### config.mk
export PLATFORM = sky130hd
export DESIGN_NAME = usb_hid_control_endpoint_responder_top
export DESIGN_NICKNAME = d
export VERILOG_FILES = /design/src/design/uhid_pkg.sv /design/src/design/uhid_cfg_regs.sv /design/src/design/uhid_core.sv /design/src/design/usb_hid_control_endpoint_responder_top.sv
export SDC_FILE = /design/constraint.sdc
export NUM_CORES = 1
export LEC_CHECK = 0
export ABC_AREA = 1
export BUFFER_PORTS_ARGS = -buffer_cell sky130_fd_sc_hd__buf_2
export CAP_MARGIN = 0
export CELL_PAD_IN_SITES_DETAIL_PLACEMENT = 0
export CELL_PAD_IN_SITES_GLOBAL_PLACEMENT = 1
export CORE_MARGIN = 2
export CORE_UTILIZATION = 35
export CTS_BUF_LIST = sky130_fd_sc_hd__clkbuf_4
export CTS_CLUSTER_DIAMETER = 150
export DETAILED_ROUTE_END_ITERATION = 10
export GPL_TIMING_DRIVEN = 0
export HOLD_SLACK_MARGIN = 0.02
export PLACE_DENSITY = 0.76
export SETUP_SLACK_MARGIN = 0.5
export SLEW_MARGIN = 20
export SYNTH_ARGS = -nofsm -noshare
export SYNTH_HDL_FRONTEND = slang
export SYNTH_SLANG_ARGS = --single-unit
### constraint.sdc
create_clock -name clk_i -period 3.6 [get_ports clk_i]
set_clock_uncertainty 0.2 [all_clocks]
set_input_delay 0.72 -clock clk_i [delete_from_list [all_inputs] [get_ports clk_i]]
set_output_delay 0.72 -clock clk_i [all_outputs]
set_load 0.005 [all_outputs]
### src/design/uhid_pkg.sv
// shared types, codes and constants of the usb hid control endpoint responder
package uhid_pkg;

  // string descriptors the design supports, and the length registers that back them
  localparam int MaxStrings = 4;
  localparam int NumStrLen  = 4;
  localparam int StrLimW    = 5;

  // configuration register indexes
  localparam int CfgIdxW = 4;
  localparam int CfgDataW = 10;
  localparam logic [CfgIdxW-1:0] CfgDeviceLen = 4'd0;
  localparam logic [CfgIdxW-1:0] CfgConfigLen = 4'd1;
  localparam logic [CfgIdxW-1:0] CfgReportLen = 4'd2;
  localparam logic [CfgIdxW-1:0] CfgStrCount  = 4'd3;
  localparam logic [CfgIdxW-1:0] CfgStrLen0   = 4'd4;
  localparam logic [CfgIdxW-1:0] CfgStrLen1   = 4'd5;
  localparam logic [CfgIdxW-1:0] CfgStrLen2   = 4'd6;
  localparam logic [CfgIdxW-1:0] CfgStrLen3   = 4'd7;

  // standard request codes and the class interface request type
  localparam logic [7:0] ReqGetDescriptor = 8'h06;
  localparam logic [7:0] ReqSetAddress    = 8'h05;
  localparam logic [7:0] ReqSetConfig     = 8'h09;
  localparam logic [7:0] ReqTypeClassIf   = 8'h21;

  // descriptor types
  localparam logic [7:0] DescDevice = 8'h01;
  localparam logic [7:0] DescConfig = 8'h02;
  localparam logic [7:0] DescString = 8'h03;
  localparam logic [7:0] DescReport = 8'h22;

  // ep0 actions
  localparam logic [1:0] ActNone  = 2'd0;
  localparam logic [1:0] ActData  = 2'd1;
  localparam logic [1:0] ActZlp   = 2'd2;
  localparam logic [1:0] ActStall = 2'd3;

  // descriptor kinds
  localparam logic [1:0] KindDevice = 2'd0;
  localparam logic [1:0] KindConfig = 2'd1;
  localparam logic [1:0] KindString = 2'd2;
  localparam logic [1:0] KindReport = 2'd3;

  // buffer completion bits
  localparam int BufEp0In  = 0;
  localparam int BufEp1In  = 2;
  localparam int BufEp1Out = 3;

  typedef struct packed {
    logic        bus_reset;
    logic        setup_seen;
    logic [7:0]  request_type;
    logic [7:0]  request_code;
    logic [15:0] setup_value;
    logic [15:0] setup_length;
    logic [3:0]  buffers_done;
  } in_item_t;

  typedef struct packed {
    logic [1:0] ep0_action;
    logic [9:0] ep0_length;
    logic [1:0] descriptor_kind;
    logic [7:0] descriptor_index;
    logic       expect_status_out;
    logic       address_written;
    logic [6:0] device_address;
    logic       ep1_enable;
    logic       ep1_in_arm;
    logic       ep1_in_pid;
    logic       ep1_out_arm;
    logic       ep1_out_pid;
  } out_item_t;

  typedef struct packed {
    logic [7:0]                 device_desc_len;
    logic [9:0]                 config_desc_len;
    logic [9:0]                 report_desc_len;
    logic [2:0]                 string_count;
    logic [NumStrLen-1:0][7:0]  string_len;
  } cfg_t;

endpackage

### src/design/uhid_cfg_regs.sv
// configuration register file of the responder
module uhid_cfg_regs (
  input  logic                          clk_i,
  input  logic                          rst_ni,
  input  logic                          cfg_valid_i,
  input  logic [uhid_pkg::CfgIdxW-1:0]  cfg_index_i,
  input  logic [uhid_pkg::CfgDataW-1:0] cfg_data_i,
  output uhid_pkg::cfg_t                cfg_o
);

  uhid_pkg::cfg_t cfg_q, cfg_d;

  always_comb begin
    cfg_d = cfg_q;
    if (cfg_valid_i) begin
      case (cfg_index_i)
        uhid_pkg::CfgDeviceLen: cfg_d.device_desc_len = cfg_data_i[7:0];
        uhid_pkg::CfgConfigLen: cfg_d.config_desc_len = cfg_data_i[9:0];
        uhid_pkg::CfgReportLen: cfg_d.report_desc_len = cfg_data_i[9:0];
        uhid_pkg::CfgStrCount:  cfg_d.string_count    = cfg_data_i[2:0];
        uhid_pkg::CfgStrLen0:   cfg_d.string_len[0]   = cfg_data_i[7:0];
        uhid_pkg::CfgStrLen1:   cfg_d.string_len[1]   = cfg_data_i[7:0];
        uhid_pkg::CfgStrLen2:   cfg_d.string_len[2]   = cfg_data_i[7:0];
        uhid_pkg::CfgStrLen3:   cfg_d.string_len[3]   = cfg_data_i[7:0];
        default: ; // writes beyond the list are dropped
      endcase
    end
  end

  always_ff @(posedge clk_i or negedge rst_ni) begin
    if (!rst_ni) begin
      cfg_q.device_desc_len <= 8'd18;
      cfg_q.config_desc_len <= 10'd34;
      cfg_q.report_desc_len <= '0;
      cfg_q.string_count    <= '0;
      cfg_q.string_len      <= '0;
    end else begin
      cfg_q <= cfg_d;
    end
  end

  assign cfg_o = cfg_q;

endmodule

### src/design/uhid_core.sv
// request decode, address and ep1 toggle state of the responder
module uhid_core (
  input  logic                clk_i,
  input  logic                rst_ni,
  input  logic                step_i,
  input  uhid_pkg::in_item_t  item_i,
  input  uhid_pkg::cfg_t      cfg_i,
  output uhid_pkg::out_item_t result_o
);

  logic [6:0] pend_addr_q, pend_addr_d;
  logic [6:0] cur_addr_q, cur_addr_d;
  logic       in_tog_q, in_tog_d;
  logic       out_tog_q, out_tog_d;
  logic       ep_en_q, ep_en_d;

  always_comb begin
    uhid_pkg::out_item_t res;
    logic [7:0]  dtype;
    logic [7:0]  didx;
    logic [uhid_pkg::StrLimW-1:0] lim;
    logic        found;
    logic [9:0]  dlen;
    logic [1:0]  kind;

    res         = '0;
    pend_addr_d = pend_addr_q;
    cur_addr_d  = cur_addr_q;
    in_tog_d    = in_tog_q;
    out_tog_d   = out_tog_q;
    ep_en_d     = ep_en_q;
    dtype       = item_i.setup_value[15:8];
    didx        = item_i.setup_value[7:0];
    found       = 1'b0;
    dlen        = '0;
    kind        = uhid_pkg::KindDevice;

    // usable string count is the smallest of the register, the build limit and the table
    lim = {{(uhid_pkg::StrLimW-3){1'b0}}, cfg_i.string_count};
    if (lim > uhid_pkg::StrLimW'(uhid_pkg::MaxStrings)) begin
      lim = uhid_pkg::StrLimW'(uhid_pkg::MaxStrings);
    end
    if (lim > uhid_pkg::StrLimW'(uhid_pkg::NumStrLen)) begin
      lim = uhid_pkg::StrLimW'(uhid_pkg::NumStrLen);
    end

    if (item_i.bus_reset) begin
      cur_addr_d          = '0;
      pend_addr_d         = '0;
      res.address_written = 1'b1;
    end

    if (item_i.setup_seen) begin
      case (item_i.request_code)
        uhid_pkg::ReqGetDescriptor: begin
          case (dtype)
            uhid_pkg::DescDevice: begin
              found = 1'b1;
              dlen  = {2'b00, cfg_i.device_desc_len};
              kind  = uhid_pkg::KindDevice;
            end
            uhid_pkg::DescConfig: begin
              found = 1'b1;
              dlen  = cfg_i.config_desc_len;
              kind  = uhid_pkg::KindConfig;
            end
            uhid_pkg::DescString: begin
              if ({{(uhid_pkg::StrLimW > 8 ? 0 : 8-uhid_pkg::StrLimW){1'b0}}, lim} > didx) begin
                found = 1'b1;
                dlen  = {2'b00, cfg_i.string_len[didx[1:0]]};
                kind  = uhid_pkg::KindString;
                res.descriptor_index = didx;
              end
            end
            uhid_pkg::DescReport: begin
              found = 1'b1;
              dlen  = cfg_i.report_desc_len;
              kind  = uhid_pkg::KindReport;
            end
            default: found = 1'b0;
          endcase
          if (found) begin
            res.ep0_action        = uhid_pkg::ActData;
            res.descriptor_kind   = kind;
            res.expect_status_out = 1'b1;
            res.ep0_length = (item_i.setup_length < {6'd0, dlen}) ?
                             item_i.setup_length[9:0] : dlen;
          end else begin
            res.ep0_action       = uhid_pkg::ActStall;
            res.descriptor_index = '0;
          end
        end
        uhid_pkg::ReqSetAddress: begin
          pend_addr_d    = item_i.setup_value[6:0];
          res.ep0_action = uhid_pkg::ActZlp;
        end
        uhid_pkg::ReqSetConfig: begin
          // first report goes out as data0, both toggles restart
          ep_en_d         = 1'b1;
          res.ep1_in_arm  = 1'b1;
          res.ep1_in_pid  = 1'b0;
          in_tog_d        = 1'b1;
          res.ep1_out_arm = 1'b1;
          res.ep1_out_pid = 1'b0;
          out_tog_d       = 1'b0;
          res.ep0_action  = uhid_pkg::ActZlp;
        end
        default: begin
          if (item_i.request_type == uhid_pkg::ReqTypeClassIf) begin
            res.ep0_action = uhid_pkg::ActZlp;
          end else begin
            res.ep0_action = uhid_pkg::ActStall;
          end
        end
      endcase
    end

    // status stage of set address done, apply the pending address
    if (item_i.buffers_done[uhid_pkg::BufEp0In] && (pend_addr_d != '0)) begin
      cur_addr_d          = pend_addr_d;
      pend_addr_d         = '0;
      res.address_written = 1'b1;
    end
    if (item_i.buffers_done[uhid_pkg::BufEp1In]) begin
      res.ep1_in_arm = 1'b1;
      res.ep1_in_pid = in_tog_d;
      in_tog_d       = ~in_tog_d;
    end
    if (item_i.buffers_done[uhid_pkg::BufEp1Out]) begin
      out_tog_d       = ~out_tog_d;
      res.ep1_out_arm = 1'b1;
      res.ep1_out_pid = out_tog_d;
    end

    res.device_address = cur_addr_d;
    res.ep1_enable     = ep_en_d;
    result_o           = res;
  end

  always_ff @(posedge clk_i or negedge rst_ni) begin
    if (!rst_ni) begin
      pend_addr_q <= '0;
      cur_addr_q  <= '0;
      in_tog_q    <= 1'b0;
      out_tog_q   <= 1'b0;
      ep_en_q     <= 1'b0;
    end else if (step_i) begin
      pend_addr_q <= pend_addr_d;
      cur_addr_q  <= cur_addr_d;
      in_tog_q    <= in_tog_d;
      out_tog_q   <= out_tog_d;
      ep_en_q     <= ep_en_d;
    end
  end

endmodule

### src/design/usb_hid_control_endpoint_responder_top.sv
// top level of the usb hid control endpoint responder
// Each accepted controller event is held in an input register, decoded combinationally against the
// endpoint state and the descriptor length registers, and its response lands in a result
// register; one item can be taken every cycle while the result register is not stalled, and the
// only stall comes from the result register when out_ready_i is low.
// The configuration port is always ready and should be written only while no item is in flight.
module usb_hid_control_endpoint_responder_top (
  input  logic                          clk_i,
  input  logic                          rst_ni,
  input  logic                          in_valid_i,
  output logic                          in_ready_o,
  input  uhid_pkg::in_item_t            in_item_i,
  output logic                          out_valid_o,
  input  logic                          out_ready_i,
  output uhid_pkg::out_item_t           out_item_o,
  input  logic                          cfg_valid_i,
  output logic                          cfg_ready_o,
  input  logic [uhid_pkg::CfgIdxW-1:0]  cfg_index_i,
  input  logic [uhid_pkg::CfgDataW-1:0] cfg_data_i
);

  logic                in_valid_q;
  uhid_pkg::in_item_t  in_item_q;
  logic                out_valid_q;
  uhid_pkg::out_item_t out_item_q;
  uhid_pkg::out_item_t result;
  uhid_pkg::cfg_t      cfg;
  logic                step;

  // item moves from the input register to the result register
  assign step       = in_valid_q && (!out_valid_q || out_ready_i);
  assign in_ready_o = !in_valid_q || step;
  assign cfg_ready_o = 1'b1;

  uhid_cfg_regs u_cfg (
    .clk_i       (clk_i),
    .rst_ni      (rst_ni),
    .cfg_valid_i (cfg_valid_i),
    .cfg_index_i (cfg_index_i),
    .cfg_data_i  (cfg_data_i),
    .cfg_o       (cfg)
  );

  uhid_core u_core (
    .clk_i    (clk_i),
    .rst_ni   (rst_ni),
    .step_i   (step),
    .item_i   (in_item_q),
    .cfg_i    (cfg),
    .result_o (result)
  );

  always_ff @(posedge clk_i or negedge rst_ni) begin
    if (!rst_ni) begin
      in_valid_q  <= 1'b0;
      out_valid_q <= 1'b0;
    end else begin
      if (in_ready_o) begin
        in_valid_q <= in_valid_i;
      end
      if (step) begin
        out_valid_q <= 1'b1;
      end else if (out_ready_i) begin
        out_valid_q <= 1'b0;
      end
    end
  end

  always_ff @(posedge clk_i) begin
    if (in_valid_i && in_ready_o) begin
      in_item_q <= in_item_i;
    end
    if (step) begin
      out_item_q <= result;
    end
  end

  assign out_valid_o = out_valid_q;
  assign out_item_o  = out_item_q;

endmodule
==> results.yml <==
place:
  port_buffers: 109
  gp_congestion: 0.7803
  placed_cell_area_um2: 8253
  dp_hpwl_um: 11610
pwr:
  ir_worst_vdd_v: 0.0001477
  power.leakage_nw: 4.023
  power_density_nw_per_um2: 460.0
outcome:
  status: "finished, final reports clean"
cts:
  htreeDepth: 4
  clk_pin_slew_worst_paths_ns: 0.14
  clk_latency_ns: 0.56
  cts_tree: "done"
  cts_made_buffers: 17
  clock-sinks: 171
  cts-root-buf: "clkbuf_4"
  cts_buffer_depth: 2
setup_path:
  end_kind: "flop"
  worstSetupPathType: "reg2reg"
  path_max_fanout: 8
  critical_path.slowest_cell: "edfxtp_1"
  crit_chain: "inv_2, buf_6, ha_4, nand2_4, nor2_4, nor2_4, inv_2, nand3_4, clkinv_8, a221oi_4, ha_1, nand2_2, buf_4, nor2_1, nand2_1, nand2_1, nand2_2, nand2_4, buf_8, nor2_4, nor2_1"
  worst-r2r-setup-slack_ns: 0.32
  r2r-start: "in_item_q[21]"
  cp_slowest_stage_delay_ns: 0.49
  worst_setup_path_start_kind: "flop"
  path_buf_inv: 6
  arrival_ns: 3.40
  required_ns: 3.72
  crit_top_cell: "nor2_4"
  cpLargestDelayFamily: "simple AND/OR/NAND/NOR gates"
  rr_worst_depth: 21
  worstReg2RegEnd: "out_item_o[24]"
floorplanning:
  floorplan.initialDensity_pct: 35.80
  rows: 52
  fp.coreArea_um2: 20360
  io_pins: 112
  die_area_um2: 22000
  die_y_um: 148.3
  die_w_um: 148.3
final_layout:
  mostFrequentLayoutCells: "nand2_1, buf_2, edfxtp_1, o21ai_0, dfrtp_1"
  drive_gt1_share_pct: 28.55
  fin_area_um2: 8942
  layout.nets: 932
  layout.cells.most_common: "nand2_1"
  area_delta_synth_final_pct: 22.67
  n_fill_cell: 1994
sta:
  hold_viol_final: 0
  slew_viol_final: 0
  whs_ns: 0.1276
  setup_tns_ns: 0
  rsz0062_at_grt: "yes"
  fmax_mhz: 304.5
  setup_viol: 0
  max_slew_margin_pct: 32.95
  min_period_ns: 3.284
  fin_crit_sh_pct: 91.22
  tightest_slew_ns: 1.006
detailed_routing:
  dr.pass1.iters: 5
  drtAntennaViolNets: 0
  wl_um: 16720
  wl_per_cell_um: 14.79
  drtIter0Drc: 269
  drt-vias-per-instance: 4.630
  drc: 0
  dr_total_vias: 5237
yosys:
  synth-simple-area-share_pct: 18.18
  synth_seq_cells: 171
  synthCells: 695
  synth.avg_cell_area_um2: 10.49
  synth_top_family_by_area: "simple AND/OR/NAND/NOR gates"
  synth-edff-count: 89
  async_reset_ff_share_pct: 47.95
  synth-main-ff-cell: "edfxtp_1"
  synth_xor_area_share_pct: 0
  yosys_warnings: 0
  muxShareOfSynthArea_pct: 0
  synthesis.area_um2: 7289
  synth_compound_area_share_pct: 9.715
  synth_cell_types: 39
  ys_seq_area_share_pct: 64.88
  yosys.area_share.adder_pct: 2.403
worst_hold_path:
  min_path_cells: 1
  hold_path_end: "in_item_q[21]"
  hp-class: "in2reg"
  worstHoldStart: "in_item_i[21]"
flow_run:
  maxCapViolCount: 0
global_route:
  antenna_found_initial: 3
  first_global_vias: 5134
  overflow: 0
  grt_max_degree: 58
  grt_pass1_wl_um: 26610
  grtUsageTotal_pct: 15.71
==> routing by layer <==
| metal | share of wire (%) | track usage (%) | up-vias |
|---|---|---|---|
| met5 | 0.066 | 0 | - |
| met4 | 2.4 | 6.381 | 2 |
| met3 | 4.9 | 3.558 | 27 |
| met2 | 46 | 24.54 | 127 |
| met1 | 47 | 21.31 | 2443 |
| li1 | - | - | 2638 |
==> synthesized netlist by cell type, drive strengths merged (2+ instances only) <==
library cell,number,area [µm²]
a21oi,4,20.02
a221oi,7,61.31
a22o,9,78.83
buf,9,55.04
clkbuf,13,48.80
clkinv,2,7.510
conb,2,7.510
dfrtp,78,1952
dfstp,4,105.1
edfxtp,89,2673
ha,14,175.2
inv,62,232.7
nand2,188,739.5
nand3,33,232.7
nand4,4,25.02
nor2,69,279.0
nor3,2,21.27
o21ai,92,479.2
o22ai,7,43.79
==> where the power goes <==
| part | leakage (nW) | internal (W) | switching (W) |
|---|---|---|---|
| Clock | 0.147 | 0.000441 | 0.000656 |
| Sequential | 1.91 | 0.00234 | 0.000126 |
| Combinational | 1.97 | 0.000214 | 0.000336 |
| Total | 4.02 | 0.00300 | 0.00112 |
==> cell families after synthesis <==
| kind of cell | after synthesis |
|---|---|
| AOI/OAI and AO/OA | 122 |
| adders and majority gates | 14 |
| buffers and inverters | 86 |
| DFF | 171 |
| other | 2 |
| and+or+nand+nor | 300 |
==> how the worst max path moves through the flow <==
stage	start	endpoint	cells after the start
6_report	in_item_q[21]	out_item_o[24]	21
5_1_grt	in_item_q[21]	out_item_o[27]	21
4_1_cts	in_item_q[21]	out_item_o[27]	20
3_5_place_dp	in_item_q[21]	out_item_o[27]	23
3_3_place_gp	in_item_q[21]	out_item_o[28]	21
2_1_floorplan	in_item_q[21]	out_item_o[25]	20
==> layout make-up <==
type                            count  area [µm²]  share of cell area [%]
Timing Repair Buffer              127       725.7                   8.115
Buffer                             22       125.1                   1.399
Inverter                           64       259.0                   2.896
Tap cell                          270       337.8                   3.778
Clock buffer                       21       157.7                   1.763
Clock inverter                     11       122.6                   1.371
Sequential cell                   171        4730                   52.89
Antenna cell                        3       7.507                 0.08395
Multi-Input combinational cell    442        2477                   27.70
==> worst reg2reg max path: stages (launching register included) <==
cell	delay [ns]
edfxtp_1	0.49
inv_2	0.11
buf_6	0.10
ha_4	0.19
nand2_4	0.07
nor2_4	0.04
nor2_4	0.09
inv_2	0.05
nand3_4	0.11
clkinv_8	0.11
a221oi_4	0.33
ha_1	0.32
nand2_2	0.10
buf_4	0.11
nor2_1	0.04
nand2_1	0.06
nand2_1	0.06
nand2_2	0.08
nand2_4	0.07
buf_8	0.18
nor2_4	0.09
nor2_1	0.04
==> state kept, by name, indices dropped and copies added (netlist names) <==
signal / cells
u_core.cur_addr_q: 7
in_valid_q: 1
u_core.in_tog_q: 1
u_core.pend_addr_q: 7
u_core.ep_en_q: 1
out_item_o: 36
u_cfg.cfg_o: 63
out_valid_o: 1
u_core.out_tog_q: 1
in_item_q: 53
==> what timing repair did <==
item                                    4_1_cts  5_1_grt
buffers inserted                              4       10
cloned                                        2        0
hold buffers                                  1        0
endpoints found under the hold margin        23        0
endpoints found under the setup margin       10       10
pin swaps                                    10       15
gates resized for setup                      21       41
==> stage by stage <==
step / instances / util [%] / setup WS [ns] / total power [W]
after floorplan: 699 / - / 0.5121 / 0.002775
after global placement: 1078 / 40.37 / 0.02314 / 0.002985
after detailed placement: 1079 / 40.53 / 0.02550 / 0.003004
after global routing: 1130 / 43.90 / 0.1348 / 0.004354
final: 1131 / 43.91 / 0.3161 / 0.004113
after CTS: 1118 / 42.66 / 0.2872 / 0.004121
Power figures use the tool's default switching activity.
